===== src/hw/rtl/ost_pkg.sv =====
// Shared types and codes for the one-shot timer bank.
// No dependencies; imported by the output stage and the top level.
package ost_pkg;

    localparam logic [1:0] OP_TICK  = 2'd0;
    localparam logic [1:0] OP_ALLOC = 2'd1;
    localparam logic [1:0] OP_START = 2'd2;
    localparam logic [1:0] OP_STOP  = 2'd3;

    localparam logic [1:0] KIND_ALLOC  = 2'd0;
    localparam logic [1:0] KIND_CMD    = 2'd1;
    localparam logic [1:0] KIND_EXPIRY = 2'd2;

    typedef struct packed {
        logic [1:0] kind;
        logic [3:0] slot;
        logic       ok;
        logic       last;
    } t_result;

    typedef enum logic [2:0] {
        ST_IDLE,
        ST_CMD,
        ST_ALLOC,
        ST_TK_RD,
        ST_TK_UPD,
        ST_TK_END
    } t_state;

endpackage


===== src/hw/rtl/one_shot_timer_bank.sv =====
// A bank of NUM_SLOTS one-shot timers driven by one sequencer and one shared
// decrementer. The block takes one item at a time and stalls its input until
// the last result of that item has been loaded into the output register. An
// allocate walks the in-use flags one slot per cycle; a tick walks all slots,
// passing over an unarmed slot and, on an armed one, reading the count memory,
// then decrementing and writing back. An output stall can hold an item back
// further. The count memory needs no clearing pass; a count is only read after
// a start has written it.
// Depends on ost_pkg and ost_out_reg.
module one_shot_timer_bank
    import ost_pkg::*;
#(
    parameter int NUM_SLOTS = 16
) (
    input  logic        i_clk,
    input  logic        i_rst_n,
    input  logic        i_in_valid,
    output logic        o_in_stall,
    input  logic [1:0]  i_opcode,
    input  logic [3:0]  i_timer_id,
    input  logic [31:0] i_seconds,
    output logic        o_out_valid,
    input  logic        i_out_stall,
    output logic [1:0]  o_result_kind,
    output logic [3:0]  o_slot_id,
    output logic        o_ok,
    output logic        o_last
);

    localparam int SW = (NUM_SLOTS > 1) ? $clog2(NUM_SLOTS) : 1;
    localparam logic [SW-1:0] LAST_IDX = SW'(NUM_SLOTS - 1);

    t_state r_state, n_state;

    logic [1:0]           r_op;
    logic [3:0]           r_id;
    logic [31:0]          r_secs;
    logic [SW-1:0]        r_idx, n_idx;
    logic [NUM_SLOTS-1:0] r_use, n_use;
    logic [NUM_SLOTS-1:0] r_armed, n_armed;
    logic                 r_pv, n_pv;
    logic [SW-1:0]        r_pslot, n_pslot;
    logic [31:0]          r_ticks [NUM_SLOTS];
    logic [31:0]          r_rd_data;

    logic          in_xfer;
    logic          out_free;
    logic          ld;
    t_result       res;
    t_result       out_res;
    logic          mem_we;
    logic [SW-1:0] mem_wa;
    logic [31:0]   mem_wd;
    logic [SW-1:0] id_idx;
    logic          id_ok;
    logic          idx_last;
    logic          cur_use;
    logic          cur_armed;
    logic          expire;
    logic          tk_blocked;

    assign in_xfer    = i_in_valid && !o_in_stall;
    assign o_in_stall = (r_state != ST_IDLE);

    assign id_idx    = SW'(r_id);
    assign id_ok     = (32'(r_id) < NUM_SLOTS) && r_use[id_idx];
    assign idx_last  = (r_idx == LAST_IDX);
    assign cur_use   = r_use[r_idx];
    assign cur_armed = r_armed[r_idx];
    assign expire    = (r_rd_data <= 32'd1);
    // A second expiry can only be found once the held one has left.
    assign tk_blocked = expire && r_pv && !out_free;

    // Next state.
    always_comb begin
        n_state = r_state;
        case (r_state)
            ST_IDLE: begin
                if (in_xfer) begin
                    case (i_opcode)
                        OP_TICK:  n_state = ST_TK_RD;
                        OP_ALLOC: n_state = ST_ALLOC;
                        default:  n_state = ST_CMD;
                    endcase
                end
            end
            ST_CMD: begin
                if (out_free) begin
                    n_state = ST_IDLE;
                end
            end
            ST_ALLOC: begin
                if (out_free && (!cur_use || idx_last)) begin
                    n_state = ST_IDLE;
                end
            end
            ST_TK_RD: begin
                if (cur_armed) begin
                    n_state = ST_TK_UPD;
                end else if (idx_last) begin
                    n_state = ST_TK_END;
                end
            end
            ST_TK_UPD: begin
                if (!tk_blocked) begin
                    n_state = idx_last ? ST_TK_END : ST_TK_RD;
                end
            end
            ST_TK_END: begin
                if (!r_pv || out_free) begin
                    n_state = ST_IDLE;
                end
            end
            default: n_state = ST_IDLE;
        endcase
    end

    // Datapath control.
    always_comb begin
        ld      = 1'b0;
        res     = '0;
        mem_we  = 1'b0;
        mem_wa  = r_idx;
        mem_wd  = r_rd_data - 32'd1;
        n_idx   = r_idx;
        n_use   = r_use;
        n_armed = r_armed;
        n_pv    = r_pv;
        n_pslot = r_pslot;
        case (r_state)
            ST_IDLE: begin
                n_idx = '0;
            end
            ST_CMD: begin
                if (out_free) begin
                    ld        = 1'b1;
                    res.kind  = KIND_CMD;
                    res.slot  = r_id;
                    res.ok    = id_ok;
                    res.last  = 1'b1;
                    if (id_ok) begin
                        if (r_op == OP_START) begin
                            n_armed[id_idx] = 1'b1;
                            mem_we          = 1'b1;
                            mem_wa          = id_idx;
                            mem_wd          = r_secs;
                        end else begin
                            n_armed[id_idx] = 1'b0;
                        end
                    end
                end
            end
            ST_ALLOC: begin
                if (!cur_use) begin
                    if (out_free) begin
                        ld             = 1'b1;
                        res.kind       = KIND_ALLOC;
                        res.slot       = 4'(r_idx);
                        res.ok         = 1'b1;
                        res.last       = 1'b1;
                        n_use[r_idx]   = 1'b1;
                        n_armed[r_idx] = 1'b0;
                    end
                end else if (idx_last) begin
                    if (out_free) begin
                        ld       = 1'b1;
                        res.kind = KIND_ALLOC;
                        res.slot = '0;
                        res.ok   = 1'b0;
                        res.last = 1'b1;
                    end
                end else begin
                    n_idx = r_idx + 1'b1;
                end
            end
            ST_TK_RD: begin
                if (!cur_armed && !idx_last) begin
                    n_idx = r_idx + 1'b1;
                end
            end
            ST_TK_UPD: begin
                if (!tk_blocked) begin
                    if (expire) begin
                        // The held expiry is not the last one; pass it on.
                        if (r_pv) begin
                            ld       = 1'b1;
                            res.kind = KIND_EXPIRY;
                            res.slot = 4'(r_pslot);
                            res.ok   = 1'b1;
                            res.last = 1'b0;
                        end
                        n_pv           = 1'b1;
                        n_pslot        = r_idx;
                        n_use[r_idx]   = 1'b0;
                        n_armed[r_idx] = 1'b0;
                    end else begin
                        mem_we = 1'b1;
                    end
                    if (!idx_last) begin
                        n_idx = r_idx + 1'b1;
                    end
                end
            end
            ST_TK_END: begin
                if (r_pv && out_free) begin
                    ld       = 1'b1;
                    res.kind = KIND_EXPIRY;
                    res.slot = 4'(r_pslot);
                    res.ok   = 1'b1;
                    res.last = 1'b1;
                    n_pv     = 1'b0;
                end
            end
            default: begin
                n_pv = 1'b0;
            end
        endcase
    end

    always_ff @(posedge i_clk) begin
        if (!i_rst_n) begin
            r_state <= ST_IDLE;
            r_use   <= '0;
            r_armed <= '0;
            r_pv    <= 1'b0;
            r_idx   <= '0;
        end else begin
            r_state <= n_state;
            r_use   <= n_use;
            r_armed <= n_armed;
            r_pv    <= n_pv;
            r_idx   <= n_idx;
        end
    end

    always_ff @(posedge i_clk) begin
        r_pslot <= n_pslot;
        if (in_xfer) begin
            r_op   <= i_opcode;
            r_id   <= i_timer_id;
            r_secs <= i_seconds;
        end
    end

    // Count memory: one write port, one registered read port at the scan index.
    always_ff @(posedge i_clk) begin
        if (mem_we) begin
            r_ticks[mem_wa] <= mem_wd;
        end
        r_rd_data <= r_ticks[r_idx];
    end

    ost_out_reg u_out (
        .i_clk   (i_clk),
        .i_rst_n (i_rst_n),
        .i_load  (ld),
        .i_res   (res),
        .i_stall (i_out_stall),
        .o_valid (o_out_valid),
        .o_res   (out_res),
        .o_free  (out_free)
    );

    assign o_result_kind = out_res.kind;
    assign o_slot_id     = out_res.slot;
    assign o_ok          = out_res.ok;
    assign o_last        = out_res.last;

`ifndef SYNTHESIS
    // A slot can only be armed while it is allocated.
    a_armed_in_use: assert property (@(posedge i_clk) disable iff (!i_rst_n)
        (r_armed & ~r_use) == '0)
        else $error("armed slot is not allocated");

    // Only expiry results can be followed by more results of the same item.
    a_single_last: assert property (@(posedge i_clk) disable iff (!i_rst_n)
        (o_out_valid && o_result_kind != KIND_EXPIRY) |-> o_last)
        else $error("single result without last marker");

    // A held expiry exists only while a tick is being processed.
    a_pend_in_tick: assert property (@(posedge i_clk) disable iff (!i_rst_n)
        r_pv |-> (r_state == ST_TK_UPD || r_state == ST_TK_END
                  || r_state == ST_TK_RD))
        else $error("held expiry outside a tick");

    // An accepted item always blocks input in the cycle after its transfer.
    a_busy_after_xfer: assert property (@(posedge i_clk) disable iff (!i_rst_n)
        in_xfer |=> o_in_stall)
        else $error("input not stalled after a transfer");
`endif

endmodule


===== src/hw/rtl/ost_out_reg.sv =====
// Output register of the timer bank: holds one result until it is transferred.
// Depends on ost_pkg for the result type.
module ost_out_reg
    import ost_pkg::*;
(
    input  logic    i_clk,
    input  logic    i_rst_n,
    input  logic    i_load,
    input  t_result i_res,
    input  logic    i_stall,
    output logic    o_valid,
    output t_result o_res,
    output logic    o_free
);

    logic    r_valid;
    t_result r_res;

    // A new result may be loaded when the register is empty or is being drained.
    assign o_free  = !r_valid || !i_stall;
    assign o_valid = r_valid;
    assign o_res   = r_res;

    always_ff @(posedge i_clk) begin
        if (!i_rst_n) begin
            r_valid <= 1'b0;
        end else if (i_load) begin
            r_valid <= 1'b1;
        end else if (!i_stall) begin
            r_valid <= 1'b0;
        end
    end

    always_ff @(posedge i_clk) begin
        if (i_load) begin
            r_res <= i_res;
        end
    end

endmodule


===== config.mk =====
export PLATFORM = sky130hd
export DESIGN_NAME = one_shot_timer_bank
export DESIGN_NICKNAME = d
export VERILOG_FILES = /design/src/hw/rtl/ost_pkg.sv /design/src/hw/rtl/one_shot_timer_bank.sv /design/src/hw/rtl/ost_out_reg.sv
export SDC_FILE = /design/constraint.sdc
export NUM_CORES = 1
export LEC_CHECK = 0
export BUFFER_PORTS_ARGS = -buffer_cell sky130_fd_sc_hd__buf_4
export CELL_PAD_IN_SITES_DETAIL_PLACEMENT = 1
export CELL_PAD_IN_SITES_GLOBAL_PLACEMENT = 2
export CORE_MARGIN = 10
export CORE_UTILIZATION = 40
export CTS_BUF_LIST = sky130_fd_sc_hd__clkbuf_2
export DETAILED_ROUTE_END_ITERATION = 8
export PLACE_DENSITY_LB_ADDON = 0.1
export SYNTH_ARGS = -nofsm -noshare
export SYNTH_HDL_FRONTEND = slang
export SYNTH_SLANG_ARGS = --single-unit

===== constraint.sdc =====
create_clock -name i_clk -period 5.45 [get_ports i_clk]
set_input_delay 0.545 -clock i_clk [delete_from_list [all_inputs] [get_ports i_clk]]
set_output_delay 0.545 -clock i_clk [all_outputs]
set_load 0.01 [all_outputs]

==> flow_metrics.env, run 1 <==
export IMPL_hold_depth=3
export IMPL_cp_max_fo=36
export IMPL_insertion_delay_ns=1.37
export IMPL_async_flop_share=0
export IMPL_totalWireLength_mm=68.72
export IMPL_ios=52
export IMPL_synth_largest_area_cell="edfxtp_1"
export IMPL_postCtsHoldBufs=80
export IMPL_grt_pass1_vias=15430
export IMPL_most_common_layout_cells="edfxtp_1, clkbuf_2, mux4_2, buf_4, dlygate4sd3_1"
export IMPL_yosys_warnings=0
export IMPL_area_growth_pct=14.87
export IMPL_rsz0062_at_grt="false"
export IMPL_r2r_slack_ns=1.16
export IMPL_postCtsSetupRepairBufs=0
export IMPL_hp_start="i_rst_n"
export IMPL_grt_overflow_total=0
export IMPL_cts_buffer_depth=3
export IMPL_grt_max_degree=81
export IMPL_initial_utilization=0.4063
export IMPL_post_synth_top_area_fraction=0.6549
export IMPL_skew_ns=0.1049
export IMPL_die_h_um=273.8
export IMPL_avgRoutedWirePerCell_um=26.56
export IMPL_syn_nets=1413
export IMPL_netlist_top_cells_area="edfxtp_1, mux4_2, dfxtp_1"
export IMPL_synth_seq_cells=635
export IMPL_syn_avg_cell_area_sq_um=18.88
export IMPL_finalNetCount=1659
export IMPL_die_area_sq_um=74980
export IMPL_status="finished clean"
export IMPL_coreArea_sq_um=63430
export IMPL_worst_setup_path_type="reg2reg"
export IMPL_reg2regPathDepth=7
export IMPL_num_vias=14320
export IMPL_post_route_drc_count=0
export IMPL_max_cap_violations=0
export IMPL_place_hpwl_mm=40.39
export IMPL_drt_pass1_iterations=5
export IMPL_htree_levels=4
export IMPL_cp_end_kind="flop"
export IMPL_drv_slew=0
export IMPL_finalInstanceArea_sq_um=29600
export IMPL_cts_root_buf="clkbuf_2"
export IMPL_die_w_um=273.8
export IMPL_ys_types=75
export IMPL_path_clk_slew_ns=0.11
export IMPL_gp_congestion=0.7422
export IMPL_vias_per_cell=5.535
export IMPL_r2r_start="id_idx[1]"
export IMPL_powerDensity_nw_per_um2=468.1
export IMPL_reg2reg_to="r_ticks[5][31]"
export IMPL_cts_tree="built"
export IMPL_syn_inst=1365
export IMPL_layout_commonest_cell="edfxtp_1"
export IMPL_fp_row_count=92
export IMPL_setup_worst_path_start_class="flop"
export IMPL_grt_antenna_before_repair=3
export IMPL_clkSinkCount=635
export IMPL_layout_min_cycle_time_ns=4.294
export IMPL_io_buffers=51
export IMPL_max_freq_mhz=232.9
export IMPL_hold_path_class="in2reg"
export IMPL_post_route_period_util=0.7878
export IMPL_post_cts_resized=0
export IMPL_setup_tns_ns=0
export IMPL_ant_nets=0
export IMPL_worstPathRequired_ns=6.35
export IMPL_ys_flop_type="edfxtp_1"
export IMPL_dr_first_iter_drc_count=979
export IMPL_final_layout_size_suffix_gt1_frac=0.3291
export IMPL_power_leakage_nw=9.380
export IMPL_placed_area_sq_um=27330
export IMPL_relSlewSlack=0.1157
export IMPL_cts_made_buffers=166
export IMPL_finalSetupViolCount=0
export IMPL_mappedNetlistArea_sq_um=25770
export IMPL_crit_arrival_ns=5.19
export IMPL_vdd_drop_max_mv=0.2985
export IMPL_ys_seq_area_frac=0.7116
export IMPL_worstMarginPinSlew_ns=1.326
export IMPL_grt_pass1_wl_mm=102.4
export IMPL_grt_use_total=0.1860
export IMPL_hold_violations=0
export IMPL_synth_edf_count=562
stage by stage:
step	util	worst slack, ns	hold slack, ns	power (W)	cells
final	0.4667	1.156	0.2642	0.01386	2587
after global placement	0.4310	1.308	0.4854	0.01066	2209
after global routing	0.4666	0.9168	0.1685	0.01468	2584
after detailed placement	0.4310	1.219	0.4818	0.01076	2209
after CTS	0.4665	1.158	0.1010	0.01408	2581
after floorplan	-	0.9254	0.4309	0.009366	1365
layout make-up:
class | count | area [sq um]
fill | 6065 | 33820
sequential | 635 | 18350
multi-input combinational | 630 | 7146
timing repair buffer | 169 | 1544
clock buffer | 240 | 1201
tap | 846 | 1059
clock inverter | 52 | 251.5
inverter | 9 | 33.78
antenna | 6 | 15.01
registers in the layout (all words and copies together), names as in the netlist, 2 cells and up, named ones only:
name and cells:
r_rd_data 32, r_idx 4, r_ticks 512, r_pslot 4, r_secs 32, r_op 2, id_idx 4, u_out.o_res 8
r_state 3
power by group:
part / internal (W) / total [W] / leakage [nW] / switching (W)
clock: 0.00123 / 0.00321 / 1.11 / 0.00198
combinational: 0.00145 / 0.00376 / 2.58 / 0.00231
sequential: 0.00647 / 0.00689 / 5.68 / 0.000413
total: 0.00915 / 0.0139 / 9.38 / 0.00470
Yosys cell counts (6+ instances only):
library cell and instances:
xnor2_1 24, o22ai_1 17, buf_6 10, nor3_1 15, or3_1 6, buf_2 10
o221a_1 14, mux4_2 167, a31oi_1 23, edfxtp_1 562, ha_1 6, o221a_2 17
dfxtp_1 73, nand2_1 32, buf_1 9, inv_1 9, a21oi_1 50, nor2b_1 8
mux2i_1 11, nor4_1 43, nand3_1 17, a311o_1 15, or4_1 8, nand2b_1 12
nor2_1 60, o21ai_0 8, clkbuf_1 51
routing by layer:
layer | wire length (um) | part of all wire | vias up | global-route usage
met5 | 0 | 0 | - | 0
met4 | 1518 | 0.022 | 0 | 0.06775
met3 | 3171 | 0.046 | 115 | 0.04201
met2 | 32950 | 0.48 | 384 | 0.2911
met1 | 31080 | 0.45 | 7521 | 0.2512
li1 | - | - | 6298 | -
kinds of logic (layout without fill, tap and decap cells):
family                   Yosys count  count (layout)  share of synthesized area
multiplexers                     184             184                     0.1530
XOR/XNOR                          28              28                   0.009516
adder cells (fa/ha/maj)            6               6                   0.002913
buffers and inverters            100             470                    0.02078
AO/OA/AOI/OAI                    183             183                    0.05355
flip-flops                       635             635                     0.7116
AND/OR/NAND/NOR                  229             229                    0.04870
other                              0               6                          0
worst max-delay path by stage:
stage | startpoint | to | depth (start not counted)
floorplan | i_out_stall | r_ticks[8][0] | 7
global placement | id_idx[1] | r_ticks[15][15] | 7
detailed placement | r_state[0] | r_ticks[9][29] | 7
CTS | id_idx[1] | r_ticks[15][11] | 7
global route | id_idx[1] | r_ticks[5][31] | 7
finish | id_idx[1] | r_ticks[5][31] | 7
critical path: stages (launching register included):
cell	delay (ns)
edfxtp_1	0.66
mux4_2	0.57
mux2_2	0.27
and3_4	0.20
o21bai_4	0.50
buf_4	0.52
nor2_1	0.08
a21oi_1	1.02
No activity file was read; power rests on OpenSTA's default activity.
==> run 2: changes to the inputs <==
==> constraint.sdc (replaced) <==
create_clock -name i_clk -period 3.5 [get_ports i_clk]
set_input_delay 0.35 -clock i_clk [delete_from_list [all_inputs] [get_ports i_clk]]
set_output_delay 0.35 -clock i_clk [all_outputs]
set_load 0.01 [all_outputs]
==> run 2 against run 1 <==
Compared with the run above: power is 58% higher; clock-buffer cell count is 6 higher; cell count is 2.8% higher; non-clock buffer count is 64 higher; sequential power is 52% higher; clock power is 62% higher; sequential share of layout area is 1.5 points lower; cell area is 2.4% higher; utilization is 1.1 points higher; clock skew is 0.021 ns lower; critical path depth stayed put; critical path type unchanged; highest routed layer unchanged.
==> flow_metrics.env, run 2 (synthesized netlist as in run 1, its figures left out) <==
export IMPL_hold_path_class="in2reg"
export IMPL_htree_levels=4
export IMPL_ios=52
export IMPL_largestRegisters="r_ticks (512), r_rd_data (32), r_secs (32)"
export IMPL_num_vias=14680
export IMPL_vdd_drop_max_mv=0.4991
export IMPL_path_clk_slew_ns=0.09
export IMPL_cp_max_fo=20
export IMPL_initial_utilization=0.4063
export IMPL_cts_tree="built"
export IMPL_vias_per_cell=5.521
export IMPL_post_route_period_util=0.9782
export IMPL_holdWs_ns=0.2435
export IMPL_grt_use_total=0.1854
export IMPL_finalNetCount=1723
export IMPL_dr_first_iter_drc_count=888
export IMPL_place_hpwl_mm=40.09
export IMPL_skew_ns=0.08373
export IMPL_hold_violations=0
export IMPL_cts_buffer_depth=3
export IMPL_worstPathRequired_ns=4.45
export IMPL_die_h_um=273.8
export IMPL_total_power_w=0.02194
export IMPL_clkSinkCount=635
export IMPL_totalWireLength_mm=68.58
export IMPL_max_cap_violations=0
export IMPL_max_freq_mhz=292.1
export IMPL_insertion_delay_ns=1.36
export IMPL_coreArea_sq_um=63430
export IMPL_drv_slew=0
export IMPL_grt_pass1_wl_mm=102.7
export IMPL_powerDensity_nw_per_um2=723.7
export IMPL_layout_min_cycle_time_ns=3.424
export IMPL_n_fill_cell=6042
export IMPL_setup_tns_ns=0
export IMPL_placed_area_sq_um=27840
export IMPL_cts_made_buffers=166
export IMPL_worstMarginPinSlew_ns=1.075
export IMPL_most_common_layout_cells="edfxtp_1, clkbuf_2, mux4_2, buf_4, dlygate4sd3_1"
export IMPL_power_leakage_nw=9.785
export IMPL_cp_end_kind="flop"
export IMPL_io_buffers=51
export IMPL_avgRoutedWirePerCell_um=25.79
export IMPL_relSlewSlack=0.2831
export IMPL_setup_worst_path_start_class="flop"
export IMPL_grt_antenna_before_repair=2
export IMPL_finalInstanceArea_sq_um=30320
export IMPL_final_layout_size_suffix_gt1_frac=0.3597
export IMPL_finalSetupViolCount=0
export IMPL_die_w_um=273.8
export IMPL_post_route_drc_count=0
export IMPL_rsz0062_at_grt="true"
export IMPL_fin_util=0.4780
export IMPL_die_area_sq_um=74980
export IMPL_layout_commonest_cell="edfxtp_1"
export IMPL_cts_root_buf="clkbuf_2"
export IMPL_grt_overflow_total=0
export IMPL_ant_nets=0
export IMPL_worst_setup_path_type="reg2reg"
export IMPL_largest_reg_flops=512
export IMPL_drt_pass1_iterations=5
export IMPL_largest_register="r_ticks"
export IMPL_gp_congestion=0.7483
export IMPL_r2r_slack_ns=0.08
export IMPL_fp_row_count=92
export IMPL_status="finished clean"
export IMPL_crit_arrival_ns=4.37
export IMPL_area_growth_pct=17.63
export IMPL_grt_max_degree=61
export IMPL_grt_pass1_vias=15890
run 2: worst paths after layout:
check,cells after the start,from,endpoint
max,7,id_idx[1],r_ticks[4][28]
min,3,i_seconds[22],r_secs[22]
max reg2reg,7,id_idx[1],r_ticks[4][28]
min reg2reg,2,flop,flop
run 2: per-layer routing:
metal | wire (um) | vias up | track usage
li1 | - | 6434 | -
met1 | 30740 | 7793 | 0.2419
met2 | 33730 | 334 | 0.3004
met3 | 2725 | 120 | 0.04210
met4 | 1389 | 0 | 0.06630
met5 | 0 | - | 0
run 2: stage by stage:
step           setup slack [ns]  std cells
2_1_floorplan           -0.5627       1365
3_3_place_gp             0.2250       2268
3_5_place_dp            0.07937       2268
4_1_cts                0.002164       2653
5_1_grt                 -0.1627       2659
6_report                0.07647       2659
run 2: final cells by class:
class	instances	area [sq um]	share of cell area
antenna	6	15.01	0.0004953
clock buffer	246	1231	0.04061
clock inverter	54	325.3	0.01073
inverter	9	33.78	0.001114
multi-input combinational	630	7189	0.2372
sequential	635	18350	0.6054
tap	846	1059	0.03492
timing repair buffer	233	2110	0.06959
run 2: power by group:
group	switching [W]	internal [W]	total, W
Sequential	0.000486	0.0100	0.0105
Combinational	0.00365	0.00254	0.00619
Clock	0.00309	0.00213	0.00521
run 2: critical path, stage by stage, from the launching register on:
cell      delay [ns]
edfxtp_1        0.50
mux4_2          0.54
mux2_2          0.27
and3_4          0.20
o21bai_4        0.29
buf_4           0.33
nor2_1          0.07
a21oi_1         0.82
run 2: what timing repair did:
action,4_1_cts,5_1_grt
endpoints found under the setup margin,4,198
pin swaps,0,0
endpoints found under the hold margin,133,0
buffers inserted,0,0
hold buffers,85,0
resized for setup,1,10
==> run 3: changes to the inputs <==
--- a/config.mk
+++ b/config.mk
@@ -12,6 +12,7 @@
 export CORE_UTILIZATION = 40
 export CTS_BUF_LIST = sky130_fd_sc_hd__clkbuf_2
 export DETAILED_ROUTE_END_ITERATION = 8
+export GPL_TIMING_DRIVEN = 0
 export PLACE_DENSITY_LB_ADDON = 0.1
 export SYNTH_ARGS = -nofsm -noshare
 export SYNTH_HDL_FRONTEND = slang
==> run 3 against run 2 <==
Compared with the run above: die area unchanged; non-clock buffer count is 47 higher; clock power rose by 2%; critical path depth rose by 4; largest power group unchanged; sequential share of layout area decreased by 1.9 points; flip-flop and latch count stayed put; power increased by 1.8%.
==> flow_metrics.env, run 3 (synthesized netlist as in run 1, its figures left out) <==
export IMPL_status="finished clean"
export IMPL_grt_pass1_vias=16430
export IMPL_hold_path_class="in2reg"
export IMPL_post_route_period_util=0.9794
export IMPL_placedCellCount=2293
export IMPL_grt_max_degree=23
export IMPL_cts_root_buf="clkbuf_2"
export IMPL_die_h_um=273.8
export IMPL_layout_min_cycle_time_ns=3.428
export IMPL_p_int_w=0.01486
export IMPL_max_cap_violations=0
export IMPL_worstPathRequired_ns=4.57
export IMPL_num_vias=15210
export IMPL_io_buffers=50
export IMPL_max_freq_mhz=291.7
export IMPL_cp_end_kind="flop"
export IMPL_p_seq_frac=0.471
export IMPL_skew_ns=0.09693
export IMPL_p_switching_w=0.007478
export IMPL_cts_tree="built"
export IMPL_ant_nets=0
export IMPL_relSlewSlack=0.1920
export IMPL_crit_path_cell_trace="or4_1, nor2_1, and4_1, buf_4, nor2_4, buf_6, buf_6, a31oi_2, o22ai_4, buf_16, buf_16"
export IMPL_clkPwrFrac=0.239
export IMPL_post_route_drc_count=0
export IMPL_drt_pass1_iterations=5
export IMPL_clkSinkCount=635
export IMPL_finalNetCount=1771
export IMPL_n_fill_cell=6038
export IMPL_final_layout_size_suffix_gt1_frac=0.3705
export IMPL_finalSetupViolCount=0
export IMPL_avgRoutedWirePerCell_um=27.96
export IMPL_drv_slew=0
export IMPL_place_hpwl_mm=48.57
export IMPL_htree_levels=4
export IMPL_fp_row_count=92
export IMPL_power_leakage_nw=10.05
export IMPL_max_stage_delay_ns=0.71
export IMPL_worstMarginPinSlew_ns=1.212
export IMPL_vias_per_cell=5.615
export IMPL_grt_antenna_before_repair=2
export IMPL_die_w_um=273.8
export IMPL_vdd_drop_max_mv=0.3297
export IMPL_initial_utilization=0.4063
export IMPL_largest_register="r_ticks"
export IMPL_powerDensity_nw_per_um2=714.9
export IMPL_layout_commonest_cell="edfxtp_1"
export IMPL_largestRegisters="r_ticks (512), r_rd_data (32), r_secs (32)"
export IMPL_hold_violations=0
export IMPL_grt_overflow_total=0
export IMPL_worst_setup_path_type="reg2reg"
export IMPL_crit_arrival_ns=4.50
export IMPL_largest_reg_flops=512
export IMPL_path_clk_slew_ns=0.09
export IMPL_cp_max_fo=11
export IMPL_die_area_sq_um=74980
export IMPL_multi_input_area_sq_um=7428
export IMPL_gp_congestion=0.7763
export IMPL_insertion_delay_ns=1.38
export IMPL_dr_first_iter_drc_count=1171
export IMPL_coreArea_sq_um=63430
export IMPL_ios=52
export IMPL_p_comb_frac=0.290
export IMPL_regArea_sq_um=18340
export IMPL_swShare=0.3347
export IMPL_most_common_layout_cells="edfxtp_1, clkbuf_2, mux4_2, dlygate4sd3_1"
export IMPL_totalWireLength_mm=75.75
export IMPL_instances_no_fill=2709
export IMPL_area_growth_pct=21.27
export IMPL_cts_buffer_depth=3
export IMPL_grt_use_total=0.2057
export IMPL_grt_pass1_wl_mm=111.4
export IMPL_setup_worst_path_start_class="flop"
export IMPL_cp_slowest_cell="or4_1"
export IMPL_holdWs_ns=0.2353
export IMPL_cts_made_buffers=167
==> run 3: cell types whose count changed in the layout (fill, tap and decap cells not counted), moves of 9 or more <==
cell      change
clkbuf_2     +31
a21oi_4       +9
buf_12       +10
buf_4        -65
clkbuf_1     +48
buf_6        +12
a21oi_2      +10
a21oi_1      -19
buf_16       +18
clkinv_1     -19
==> run 3: final timing paths <==
check                      from              to  slack [ns]  depth (start not counted)
setup / recovery  r_rd_data[11]  r_ticks[11][0]        0.07                         11
hold / removal    i_timer_id[1]       id_idx[1]        0.24                          3
setup reg to reg  r_rd_data[11]  r_ticks[11][0]        0.07                         11
hold reg to reg        r_idx[1]      r_pslot[1]        0.46                          0
==> run 3: power by group through the flow <==
stage	logic (W)	registers [W]	clock network, W
floorplan	0.00406	0.0105	0
global placement	0.00590	0.0107	0
detailed placement	0.00623	0.0107	0
CTS	0.00651	0.0105	0.00556
global route	0.00707	0.0106	0.00597
finish	0.00649	0.0105	0.00534
==> run 3: worst max-delay path: cells and delay by family (launching register included) <==
kind	cells	cell delay, ns
AND/OR/NAND/NOR	4	1.29
flip-flops	1	0.37
buffers and inverters	5	0.89
AO/OA/AOI/OAI	2	0.60
==> run 3: layout make-up <==
type	count	share of cell area
clock inverter	29	0.006686
antenna	6	0.0004804
buffer	89	0.01645
clock buffer	274	0.04388
timing repair buffer	191	0.07306
tap	846	0.03387
inverter	9	0.001081
multi-input combinational	630	0.2377
sequential	635	0.5868
==> run 3: routing by layer <==
layer  vias to the layer above  wire (um)  track usage
met5                         -          0            0
met4                         0       1573      0.06877
met3                       126       3453      0.04288
met2                       408      37370       0.3391
met1                      8137      33350       0.2674
li1                       6539          -            -
==> run 3: stage by stage <==
| stage | power [W] | area [sq um] | TNS (ns) | worst slack, ns | utilization |
|---|---|---|---|---|---|
| 6_report | 0.02234 | 31250 | 0 | 0.07193 | 0.4927 |
| 3_3_place_gp | 0.01662 | 27290 | -1119.61 | -4.172 | 0.4303 |
| 4_1_cts | 0.02258 | 31130 | 0 | 0.003893 | 0.4908 |
| 2_1_floorplan | 0.01460 | 25860 | -35.66 | -0.5627 | - |
| 5_1_grt | 0.02363 | 31250 | -0.0004601 | -0.0004601 | 0.4927 |
| 3_5_place_dp | 0.01692 | 28200 | -341.13 | -1.057 | 0.4446 |
==> run 3: timing repair <==
action                     in CTS  in global routing
setup endpoints to repair    1009                550
pin swaps                      14                  3
cloned                          0                  0
hold buffers                   86                  0
gates resized for setup        52                 17
hold endpoints to repair      128                  0
setup buffers                  23                  0
